File: config.mk
export PLATFORM = sky130hd
export DESIGN_NAME = keypad_calculator_fsm
export DESIGN_NICKNAME = d
export VERILOG_FILES = /design/src/hdl/kcalc_pkg.sv /design/src/hdl/keypad_calculator_fsm.sv /design/src/hdl/kcalc_entry.sv /design/src/hdl/kcalc_alu.sv
export SDC_FILE = /design/constraint.sdc
export NUM_CORES = 1
export LEC_CHECK = 0
export BUFFER_PORTS_ARGS = -buffer_cell sky130_fd_sc_hd__buf_2
export CORE_MARGIN = 2
export CORE_UTILIZATION = 55
export DETAILED_ROUTE_END_ITERATION = 10
export PLACE_DENSITY = 0.72
export RECOVER_POWER = 25
export SETUP_SLACK_MARGIN = 0.15
export SLEW_MARGIN = 10
export SYNTH_ARGS = -nofsm -noshare
export SYNTH_HDL_FRONTEND = slang
export SYNTH_HIERARCHICAL = 1
export SYNTH_SLANG_ARGS = --single-unit
File: constraint.sdc
create_clock -name clk -period 7.54 [get_ports clk]
set_clock_uncertainty 0.15 [all_clocks]
set_input_delay 0.377 -clock clk [delete_from_list [all_inputs] [get_ports clk]]
set_output_delay 0.377 -clock clk [all_outputs]
set_load 0.1 [all_outputs]
File: src/hdl/kcalc_pkg.sv
`default_nettype none

package kcalc_pkg;

  // Default operand width and the fixed width of the result field
  localparam int VALUE_WIDTH_DEF = 32;
  localparam int RESULT_WIDTH    = 32;

  // Key codes (ASCII)
  localparam logic [7:0] KEY_PLUS   = 8'h2B;
  localparam logic [7:0] KEY_MINUS  = 8'h2D;
  localparam logic [7:0] KEY_TIMES  = 8'h78;
  localparam logic [7:0] KEY_DIVIDE = 8'h2F;
  localparam logic [7:0] KEY_EQUALS = 8'h3D;
  localparam logic [7:0] KEY_CLEAR  = 8'h63;
  localparam logic [7:0] KEY_ZERO   = 8'h30;
  localparam logic [7:0] KEY_NINE   = 8'h39;

  typedef enum logic [1:0] {
    OP_ADD = 2'd0,
    OP_SUB = 2'd1,
    OP_MUL = 2'd2,
    OP_DIV = 2'd3
  } op_t;

  typedef enum logic [2:0] {
    ALU_IDLE,
    ALU_ADDSUB,
    ALU_MUL,
    ALU_DIVPREP,
    ALU_DIV,
    ALU_FIX,
    ALU_DONE
  } alu_state_t;

  // Operand entry controls, one key per cycle while the input is not stalled
  typedef struct packed {
    logic       clear;
    logic       set_neg;
    logic       digit_en;
    logic [3:0] digit;
    logic       take;
  } entry_ctl_t;

  // Request to the arithmetic unit
  typedef struct packed {
    logic start;
    op_t  op;
  } alu_req_t;

  // Status back from the arithmetic unit
  typedef struct packed {
    logic busy;
    logic done;
    logic dz;
  } alu_stat_t;

endpackage

`default_nettype wire

File: src/hdl/keypad_calculator_fsm.sv
`default_nettype none

// Four-function keypad calculator. Feed one ASCII key per request on the input
// channel: digits build an operand, a leading '-' makes it negative, 'c' drops
// the operand being typed, an operator key (+ - x /) closes the first operand
// and '=' closes the second and produces one result request carrying the
// wrapped two's complement result and a divide-by-zero flag (result zero).
// Every key except '=' in the second phase is taken at once. After '='
// the input stalls while the shared shift-add / restoring-divide unit works:
// add and subtract in its add/subtract state, multiply one multiplier bit
// per cycle, divide one quotient bit per cycle plus magnitude and sign
// fix-up steps. The input is also held while a finished result waits for a
// free output register.
module keypad_calculator_fsm
  import kcalc_pkg::*;
#(
  parameter int VALUE_WIDTH = VALUE_WIDTH_DEF
) (
  input  wire logic                            clk,
  input  wire logic                            rst,
  input  wire logic                            in_valid,
  output logic                                 in_stall,
  input  wire logic [7:0]                      key_code,
  output logic                                 out_valid,
  input  wire logic                            out_stall,
  output logic signed [RESULT_WIDTH-1:0]       result_value,
  output logic                                 divide_by_zero
);

  logic                   second_phase;
  logic [VALUE_WIDTH-1:0] first_operand;
  op_t                    pending_op;

  logic                   accept;
  logic                   is_digit;
  logic                   is_op;
  op_t                    key_op;
  logic                   started;
  logic [VALUE_WIDTH-1:0] taken;
  logic [VALUE_WIDTH-1:0] alu_result;
  logic                   out_free;
  entry_ctl_t             ectl;
  alu_req_t               areq;
  alu_stat_t              astat;

  assign in_stall = astat.busy;
  assign accept   = in_valid && !in_stall;
  assign out_free = !out_valid || !out_stall;

  // Decode the key
  assign is_digit = (key_code >= KEY_ZERO) && (key_code <= KEY_NINE);
  always_comb begin
    is_op  = 1'b1;
    key_op = OP_ADD;
    case (key_code)
      KEY_PLUS:   key_op = OP_ADD;
      KEY_MINUS:  key_op = OP_SUB;
      KEY_TIMES:  key_op = OP_MUL;
      KEY_DIVIDE: key_op = OP_DIV;
      default:    is_op = 1'b0;
    endcase
  end

  // Key handling, in priority order
  always_comb begin
    ectl          = '0;
    ectl.digit    = 4'(key_code - KEY_ZERO);
    areq.start    = 1'b0;
    areq.op       = pending_op;
    if (accept) begin
      if (key_code == KEY_CLEAR) begin
        ectl.clear = 1'b1;
      end else if ((key_code == KEY_MINUS) && !started) begin
        ectl.set_neg = 1'b1;
      end else if (is_digit) begin
        ectl.digit_en = 1'b1;
      end else if (!second_phase) begin
        ectl.take = is_op;
      end else if (key_code == KEY_EQUALS) begin
        ectl.take  = 1'b1;
        areq.start = 1'b1;
      end
    end
  end

  // Phase, first operand and pending operation
  always_ff @(posedge clk) begin
    if (rst) begin
      second_phase  <= 1'b0;
      first_operand <= '0;
      pending_op    <= OP_ADD;
    end else if (ectl.take) begin
      if (!second_phase) begin
        first_operand <= taken;
        pending_op    <= key_op;
        second_phase  <= 1'b1;
      end else begin
        second_phase <= 1'b0;
      end
    end
  end

  // Output register
  always_ff @(posedge clk) begin
    if (rst) begin
      out_valid <= 1'b0;
    end else if (astat.done) begin
      out_valid <= 1'b1;
    end else if (!out_stall) begin
      out_valid <= 1'b0;
    end
  end

  always_ff @(posedge clk) begin
    if (astat.done) begin
      result_value   <= RESULT_WIDTH'($signed(alu_result));
      divide_by_zero <= astat.dz;
    end
  end

  kcalc_entry #(
    .VALUE_WIDTH(VALUE_WIDTH)
  ) u_entry (
    .clk     (clk),
    .rst     (rst),
    .ctl     (ectl),
    .started (started),
    .taken   (taken)
  );

  kcalc_alu #(
    .VALUE_WIDTH(VALUE_WIDTH)
  ) u_alu (
    .clk      (clk),
    .rst      (rst),
    .req      (areq),
    .a        (first_operand),
    .b        (taken),
    .out_free (out_free),
    .stat     (astat),
    .result   (alu_result)
  );

endmodule

`default_nettype wire

File: src/hdl/kcalc_entry.sv
`default_nettype none

module kcalc_entry
  import kcalc_pkg::*;
#(
  parameter int VALUE_WIDTH = VALUE_WIDTH_DEF
) (
  input  wire logic                   clk,
  input  wire logic                   rst,
  input  wire entry_ctl_t             ctl,
  output logic                        started,
  output logic [VALUE_WIDTH-1:0]      taken
);

  logic [VALUE_WIDTH-1:0] entry_value;
  logic [VALUE_WIDTH-1:0] entry_value_next;
  logic                   entry_negative;

  // Signed operand as it leaves the entry register
  assign taken = entry_negative ? (VALUE_WIDTH'(0) - entry_value) : entry_value;

  // Shift in one decimal digit: value * 8 + value * 2 + digit, wrapping
  assign entry_value_next = {entry_value[VALUE_WIDTH-4:0], 3'b000}
                          + {entry_value[VALUE_WIDTH-2:0], 1'b0}
                          + VALUE_WIDTH'(ctl.digit);

  // Hold, extend or drop the operand being typed
  always_ff @(posedge clk) begin
    if (rst) begin
      entry_value    <= '0;
      entry_negative <= 1'b0;
      started        <= 1'b0;
    end else if (ctl.clear || ctl.take) begin
      entry_value    <= '0;
      entry_negative <= 1'b0;
      started        <= 1'b0;
    end else if (ctl.set_neg) begin
      entry_negative <= 1'b1;
      started        <= 1'b1;
    end else if (ctl.digit_en) begin
      entry_value <= entry_value_next;
      started     <= 1'b1;
    end
  end

endmodule

`default_nettype wire

File: src/hdl/kcalc_alu.sv
`default_nettype none

module kcalc_alu
  import kcalc_pkg::*;
#(
  parameter int VALUE_WIDTH = VALUE_WIDTH_DEF
) (
  input  wire logic                   clk,
  input  wire logic                   rst,
  input  wire alu_req_t               req,
  input  wire logic [VALUE_WIDTH-1:0] a,
  input  wire logic [VALUE_WIDTH-1:0] b,
  input  wire logic                   out_free,
  output alu_stat_t                   stat,
  output logic [VALUE_WIDTH-1:0]      result
);

  localparam int CW = $clog2(VALUE_WIDTH);

  alu_state_t             state;
  alu_state_t             state_next;
  op_t                    op_r;
  logic [VALUE_WIDTH-1:0] acc;
  logic [VALUE_WIDTH-1:0] opa;
  logic [VALUE_WIDTH-1:0] opb;
  logic [CW-1:0]          cnt;
  logic                   neg_q;
  logic                   dz;
  logic [VALUE_WIDTH-1:0] rem_sh;
  logic                   rem_ge;

  // Restoring divide step: bring down the next dividend bit
  assign rem_sh = {acc[VALUE_WIDTH-2:0], opa[VALUE_WIDTH-1]};
  assign rem_ge = (rem_sh >= opb);

  assign result    = acc;
  assign stat.busy = (state != ALU_IDLE);
  assign stat.done = (state == ALU_DONE) && out_free;
  assign stat.dz   = dz;

  always_ff @(posedge clk) begin
    if (rst) begin
      state <= ALU_IDLE;
    end else begin
      state <= state_next;
    end
  end

  // Next state
  always_comb begin
    state_next = state;
    case (state)
      ALU_IDLE: begin
        if (req.start) begin
          case (req.op)
            OP_MUL:  state_next = ALU_MUL;
            OP_DIV:  state_next = ALU_DIVPREP;
            default: state_next = ALU_ADDSUB;
          endcase
        end
      end
      ALU_ADDSUB:  state_next = ALU_DONE;
      ALU_MUL:     if (cnt == '0) state_next = ALU_DONE;
      ALU_DIVPREP: state_next = (opb == '0) ? ALU_DONE : ALU_DIV;
      ALU_DIV:     if (cnt == '0) state_next = ALU_FIX;
      ALU_FIX:     state_next = ALU_DONE;
      ALU_DONE:    if (out_free) state_next = ALU_IDLE;
      default:     state_next = ALU_IDLE;
    endcase
  end

  // Datapath: one multiplier or quotient bit per cycle
  always_ff @(posedge clk) begin
    case (state)
      ALU_IDLE: begin
        if (req.start) begin
          opa  <= a;
          opb  <= b;
          op_r <= req.op;
          acc  <= '0;
          cnt  <= CW'(VALUE_WIDTH - 1);
          dz   <= 1'b0;
        end
      end
      ALU_ADDSUB: begin
        acc <= (op_r == OP_SUB) ? (opa - opb) : (opa + opb);
      end
      ALU_MUL: begin
        if (opb[0]) begin
          acc <= acc + opa;
        end
        opa <= {opa[VALUE_WIDTH-2:0], 1'b0};
        opb <= {1'b0, opb[VALUE_WIDTH-1:1]};
        cnt <= cnt - 1'b1;
      end
      ALU_DIVPREP: begin
        if (opb == '0) begin
          dz  <= 1'b1;
          acc <= '0;
        end else begin
          neg_q <= opa[VALUE_WIDTH-1] ^ opb[VALUE_WIDTH-1];
          opa   <= opa[VALUE_WIDTH-1] ? (VALUE_WIDTH'(0) - opa) : opa;
          opb   <= opb[VALUE_WIDTH-1] ? (VALUE_WIDTH'(0) - opb) : opb;
          acc   <= '0;
        end
      end
      ALU_DIV: begin
        acc <= rem_ge ? (rem_sh - opb) : rem_sh;
        opa <= {opa[VALUE_WIDTH-2:0], rem_ge};
        cnt <= cnt - 1'b1;
      end
      ALU_FIX: begin
        acc <= neg_q ? (VALUE_WIDTH'(0) - opa) : opa;
      end
      default: begin
        acc <= acc;
      end
    endcase
  end

endmodule

`default_nettype wire

# Word-level counts from Yosys, hierarchy flattened
# Index checks and enable logic that the tools add are counted.
word_totals:
  word_cells: 149
  register_bits: 211
op_classes:
  n_mux: 51
  magnitude_cmp: 3
  n_bitwise: 4
  n_reduce_logical: 36
  eq_ne: 25
  n_addsub: 11
op_table:
  columns: ["operator", "count"]
  rows:
  - ["$mux 32", 12]
  - ["$pmux 32 s6", 1]
  - ["$pmux 32 s4", 1]
  - ["$add 32x32->32", 3]
  - ["$pmux 32 s3", 1]
  - ["$sub 1x32->32 const A", 3]
  - ["$sub 32x32->32", 2]
  - ["$add 32x4->32", 1]
  - ["$eq 8x6->1 const B", 4]
  - ["$ge 32x32->1", 1]
  - ["$logic_not 32->1", 1]
  - ["$mux 1", 23]
  - ["$pmux 3 s6", 1]
  - ["$eq 8x7->1 const B", 2]
  - ["$ne 2x1->1 const B", 8]
  - ["$mux 3", 5]
  - ["$reduce_and 3->1", 4]
  - ["$reduce_and 4->1", 3]
  - ["$pmux 5 s2", 1]
  - ["$reduce_and 2->1", 5]
  - ["$eq 3x3->1 const B", 3]
  - ["$ge 8x6->1 const B", 1]
  - ["$le 8x6->1 const B", 1]
  - ["$eq 3x2->1 const B", 2]
  - ["other kinds (24)", 41]

# Longest topological paths before layout
depth:
  ltp_word: 10
  ltp_mapped: 26
  ltp_nobuf: 23

# Hierarchy
# Netlist, hierarchy kept.
by_module_without_submodules:
  columns: ["module", "n_inst", "seq_area_each_um2", "cells_per_inst", "area_per_inst_um2"]
  rows:
  - ["kcalc_alu", 1, 3213.1, 1544, 12326.8]
  - ["kcalc_entry", 1, 680.7, 445, 3618.5]
  - ["keypad_calculator_fsm", 1, 1711.6, 224, 2611.3]

# Least setup slack after synthesis
# OpenSTA, ideal clock, no wires.
synth_path:
  path_type: "register to register"
  from: "reg u_alu.state[0]"
  to: "reg u_alu.opa[0] (enable)"
  required_ns: 6.923
  setup_ns: 0.467
  path_stages_with_launch: 11
  arrival_ns: 4.967
  slack_ns: 1.956
  cell_sequence: "dfxtp_1 -> clkbuf_1 -> nor2_1 -> nand2_1 -> nand2b_1 -> or2_2 -> nor2_1 -> or3_1 -> nand2_1 -> a21oi_1 -> a21boi_0"
synth_rtl:
  columns: ["element", "line", "source"]
  rows:
  - ["start, declared", "kcalc_alu.sv:20", "alu_state_t state;"]
  - ["start signal, assigned", "kcalc_alu.sv:45", "state <= state_next;"]
  - ["end signal, assigned", "kcalc_alu.sv:92", "opa <= {opa[VALUE_WIDTH-2:0], 1'b0};"]
  - ["end signal, assigned", "kcalc_alu.sv:102", "opa <= opa[VALUE_WIDTH-1] ? (VALUE_WIDTH'(0) - opa) : opa;"]
  - ["end signal, assigned", "kcalc_alu.sv:109", "opa <= {opa[VALUE_WIDTH-2:0], rem_ge};"]
  - ["end, declared", "kcalc_alu.sv:24", "logic [VALUE_WIDTH-1:0] opa;"]

# Worst setup path after layout
layout_path:
  from: "reg u_alu.opb[0]"
  to: "reg u_alu.acc[31], in the netlist u_alu/result[31] (data pin)"
layout_between:
  elab_chain_len: 3
  word_cells_on_any_way: 7
  classes_between: "add/sub: 3; order compare: 1; mux: 3"
layout_lines:
  columns: ["element", "line", "source"]
  rows:
  - ["start, declared", "kcalc_alu.sv:25", "logic [VALUE_WIDTH-1:0] opb;"]
  - ["start signal, assigned", "kcalc_alu.sv:93", "opb <= {1'b0, opb[VALUE_WIDTH-1:1]};"]
  - ["start signal, assigned", "kcalc_alu.sv:103", "opb <= opb[VALUE_WIDTH-1] ? (VALUE_WIDTH'(0) - opb) : opb;"]
  - ["$sub 32x32->32, or another cell as far along", "kcalc_alu.sv:108", "acc <= rem_ge ? (rem_sh - opb) : rem_sh;"]
  - ["$mux 32 (on tied branches)", "kcalc_alu.sv:108, kcalc_alu.sv:86", null]
  - ["$pmux 32 s6 (*)", "kcalc_alu.sv:74", "case (state)"]
  - ["end signal, assigned", "kcalc_alu.sv:86", "acc <= (op_r == OP_SUB) ? (opa - opb) : (opa + opb);"]
  - ["end signal, assigned", "kcalc_alu.sv:108", null]
  - ["end signal, assigned", "kcalc_alu.sv:113", "acc <= neg_q ? (VALUE_WIDTH'(0) - opa) : opa;"]
  - ["end, declared", "kcalc_alu.sv:23", "logic [VALUE_WIDTH-1:0] acc;"]
# Mark *: on every way between the ends. The rest lies on a longest branch, timed or not.
# A chain may end at the register's enable or synchronous reset.

==> flow_summary_export.csv <==
group,metric,value,unit
cts,clk_latency,550,ps
pwr,combPwrFrac,1.6,%
drt,drt_first_pass_iters,7,
setup_path,cp_cell_sequence,"inv_1, ha_1, nor3b_2, a31oi_1, or3_1, a211oi_1, and4_1, nand2_1, o21ai_0, a22oi_1, xnor2_1, o21ai_0, ha_1, nand4_1, or2_2, nor2_1, o211ai_1, a211oi_1, o211ai_1, nand2_1, a31oi_1, xor2_1, o2111ai_2",
place,io_buffers,46,
yosys,synthTopCellsByCount,"nand2_1, xnor2_1, a21oi_1",
layout,nNetsFinal,2339,
drt,remaining_drc_errors,0,
cts,cts_buffer_depth,3,
setup_path,cp.required,7670,ps
setup_path,crit_path_end_kind,"flip-flop",
sta,fin_tns_setup,0,ps
cts,h-tree-depth,1,
global_route,grt_pass1_vias,15890,
yosys,ys.flop_type,"edfxtp_1",
yosys,synthesis.area,0.01856,mm^2
cts,cts.sinks,211,
layout,area_delta_synth_final,6.244,%
drt,first_iter_violations,1774,
yosys,seq_area_frac_synth,30.21,%
sta,slew_viol_final,35,
sta,tightest_slew,2208,ps
status,violations,"capacitance limit, slew limit",
setup_path,arrival,6680,ps
cts,cts_root_buf,"clkbuf_16",
sta,worst_slack,985.0,ps
setup_path,worstSetupPathType,"flip-flop to flip-flop",
place,routabilityCongestion,0.9506,
pwr,p_int,1.916,mW
cts,cts_made_buffers,25,
setup_path,critical_path.max_stage_delay,710,ps
yosys,synth_seq_cells,211,
cts,cts_resized,0,
sta,rsz0062_at_grt,"false",
yosys,synthesis.yosys.warnings,6,
drt,detail_route.wirelength,58.60,mm
sta,max_freq,152.6,MHz
layout,fill_cells,3130,
pwr,p_sw,0.5295,mW
sta,relSlewSlack,-47.17,%
place,dp_hpwl,43.80,mm
yosys,netlist_instances,2213,
global_route,antenna_found_initial,1,
layout,final_cells,2661,
yosys,synth-edff-count,138,
yosys,syn-num-nets,2358,
floorplan,die_area,0.03522,mm^2
pwr,vdd_drop_max,0.1465,mV
pwr,power_density,124.0,mW/mm^2
yosys,async_reset_ff_share,0,%
floorplan,rows,67,
pwr,p_sw_share,21.65,%
place,pre_cts_slack,1145,ps
status,run_status,"complete, but fails checks",
yosys,yosys.cell_types.count,102,
drt,vias,17020,
sta,finalCriticalPeriod,6555,ps
yosys,avgSynthCellArea,8.385,um^2
place,dp_cells,2613,
floorplan,die_height,187.7,um
pwr,seq_power_share,49.8,%
global_route,grt_max_degree,55,
cts,cts_tree,"yes",
global_route,grt.total_usage,32.70,%
global_route,grt_overflow,0,
pwr,leakage,7.657,nW
drt,ant_nets,0,
yosys,yosysMostFrequentCell,"nand2_1",
floorplan,io_pins,47,
cts,clk_pin_slew,60,ps
job,maxCapViolations,1,
pwr,pwr-share-clk,48.6,%
setup_path,crit_path_start_kind,"flip-flop",
cts,cts_hold_buf,2,
sta,hold_violations,0,
yosys,yosys-top-cells-area,"edfxtp_1, ha_1, xnor2_1, dfxtp_1, a21oi_1",
drt,routedWlPerCell,22.02,um
yosys,synth_top_area_share,22.33,%
layout,drive_gt1_share,5.965,%
cts,post-cts-setup-buffers,0,
setup_path,worstPathMaxFanout,14,
yosys,synth_largest_area_cell,"edfxtp_1",
global_route,grt_pass1_wl,91.25,mm
sta,report.final.setup_viol,0,
setup_path,cp_slowest_cell,"nor3b_2",
drt,via_per_inst,6.396,
layout,antenna_cells,0,
sta,period_share,86.94,%
floorplan,die_w,187.7,um
floorplan,core,0.03336,mm^2
floorplan,start_util,55.62,%
hold_path,hold_class,"input port to flip-flop",
==> state kept, by name, summed over array words and instances (netlist names) <==
signal,flops
u_alu/op_r,2
u_entry/entry_negative,1
first_operand,32
u_alu/dz,1
result_value,32
u_alu/opb,32
u_entry/started,1
out_valid,1
divide_by_zero,1
u_alu/neg_q,1
u_alu/cnt,5
second_phase,1
u_entry/entry_value,32
u_alu/state,3
pending_op,2
u_alu/opa,32
u_alu/result,32
==> final timing paths <==
check	startpoint	to	slack [ps]	depth (start not counted)
worst min-delay path	key_code[1]	pending_op[1]$_SDFFE_PP0P_	60	3
worst max register to register	u_alu/opb[0]$_DFFE_PP_	u_alu/result[31]$_DFFE_PP_	990	23
worst max-delay path	u_alu/opb[0]$_DFFE_PP_	u_alu/result[31]$_DFFE_PP_	990	23
worst min register to register	u_alu/dz$_DFFE_PP_	divide_by_zero$_DFFE_PP_	310	0
==> power groups by stage <==
| stage | sequential, mW | clock, mW | combinational, mW |
|---|---|---|---|
| 6_report | 1.22 | 1.19 | 0.0400 |
| 5_1_grt | 1.22 | 1.25 | 0.0439 |
| 4_1_cts | 1.22 | 1.21 | 0.0398 |
| 3_5_place_dp | 1.24 | 0 | 0.0388 |
| 3_3_place_gp | 1.24 | 0 | 0.0375 |
| 2_1_floorplan | 1.24 | 0 | 0.0272 |
==> area by class of cell <==
| type | instances | area, um^2 | share of cell area [%] |
|---|---|---|---|
| timing repair buffer | 74 | 407.9 | 2.069 |
| sequential | 211 | 5605 | 28.43 |
| inverter | 78 | 292.8 | 1.485 |
| tap | 448 | 560.5 | 2.843 |
| clock inverter | 12 | 110.1 | 0.5585 |
| clock buffer | 34 | 669.4 | 3.395 |
| multi-input combinational | 1804 | 12070 | 61.22 |
==> metrics by stage <==
stage / total power, mW / util (%) / hold slack [ps] / cell area, um^2
finish: 2.445 / 59.09 / 60.84 / 19720
global route: 2.508 / 59.09 / 64.85 / 19720
CTS: 2.472 / 59.23 / 34.29 / 19760
detailed placement: 1.281 / 56.84 / 306.2 / 18960
global placement: 1.280 / 56.84 / 298.5 / 18960
floorplan: 1.269 / - / 277.9 / 18560
==> cells in the final DEF (no fill, tap or decap), types with 20 or more instances in the layout <==
cell / netlist / layout
xnor2_1: 182 / 182
a21o_1: 57 / 57
clkbuf_16: 0 / 25
nor3_1: 47 / 47
nor2_1: 165 / 164
nand3_1: 75 / 75
a21oi_1: 181 / 180
o21ai_1: 20 / 20
o21ai_0: 172 / 172
inv_1: 75 / 75
nand2_1: 220 / 220
or3_1: 29 / 29
nand4_1: 21 / 21
mux2i_1: 20 / 20
ha_1: 129 / 129
o31ai_1: 20 / 20
nor2b_1: 21 / 21
edfxtp_1: 138 / 138
buf_4: 4 / 23
xor2_1: 55 / 55
dfxtp_1: 73 / 73
clkbuf_1: 78 / 44
a22oi_1: 42 / 42
nand2b_1: 32 / 32
a31oi_1: 38 / 37
==> critical path: cells and delay by family (launching register included) <==
| family | cells | cell delay (ps) |
|---|---|---|
| fa+ha+maj | 2 | 800 |
| buf+inv | 1 | 190 |
| xor+xnor | 2 | 360 |
| compound gates | 10 | 1910 |
| simple gates | 8 | 2340 |
| flops | 1 | 530 |
==> routing by layer <==
layer / vias up / track usage, % / part of all wire, %
li1: 8107 / - / -
met5: - / 0 / 0
met4: 0 / 11.05 / 3.3
met2: 751 / 52.79 / 45
met1: 8069 / 45.41 / 43
met3: 94 / 4.080 / 8.0
==> kinds of logic after synthesis <==
family / Yosys count / synth area share (%)
compound gates: 685 / 23.63
xor+xnor: 237 / 11.19
fa+ha+maj: 133 / 9.130
buf+inv: 198 / 4.996
flops: 211 / 30.21
mux: 22 / 1.200
simple gates: 727 / 19.65
No activity file was read; power rests on OpenSTA's default activity.
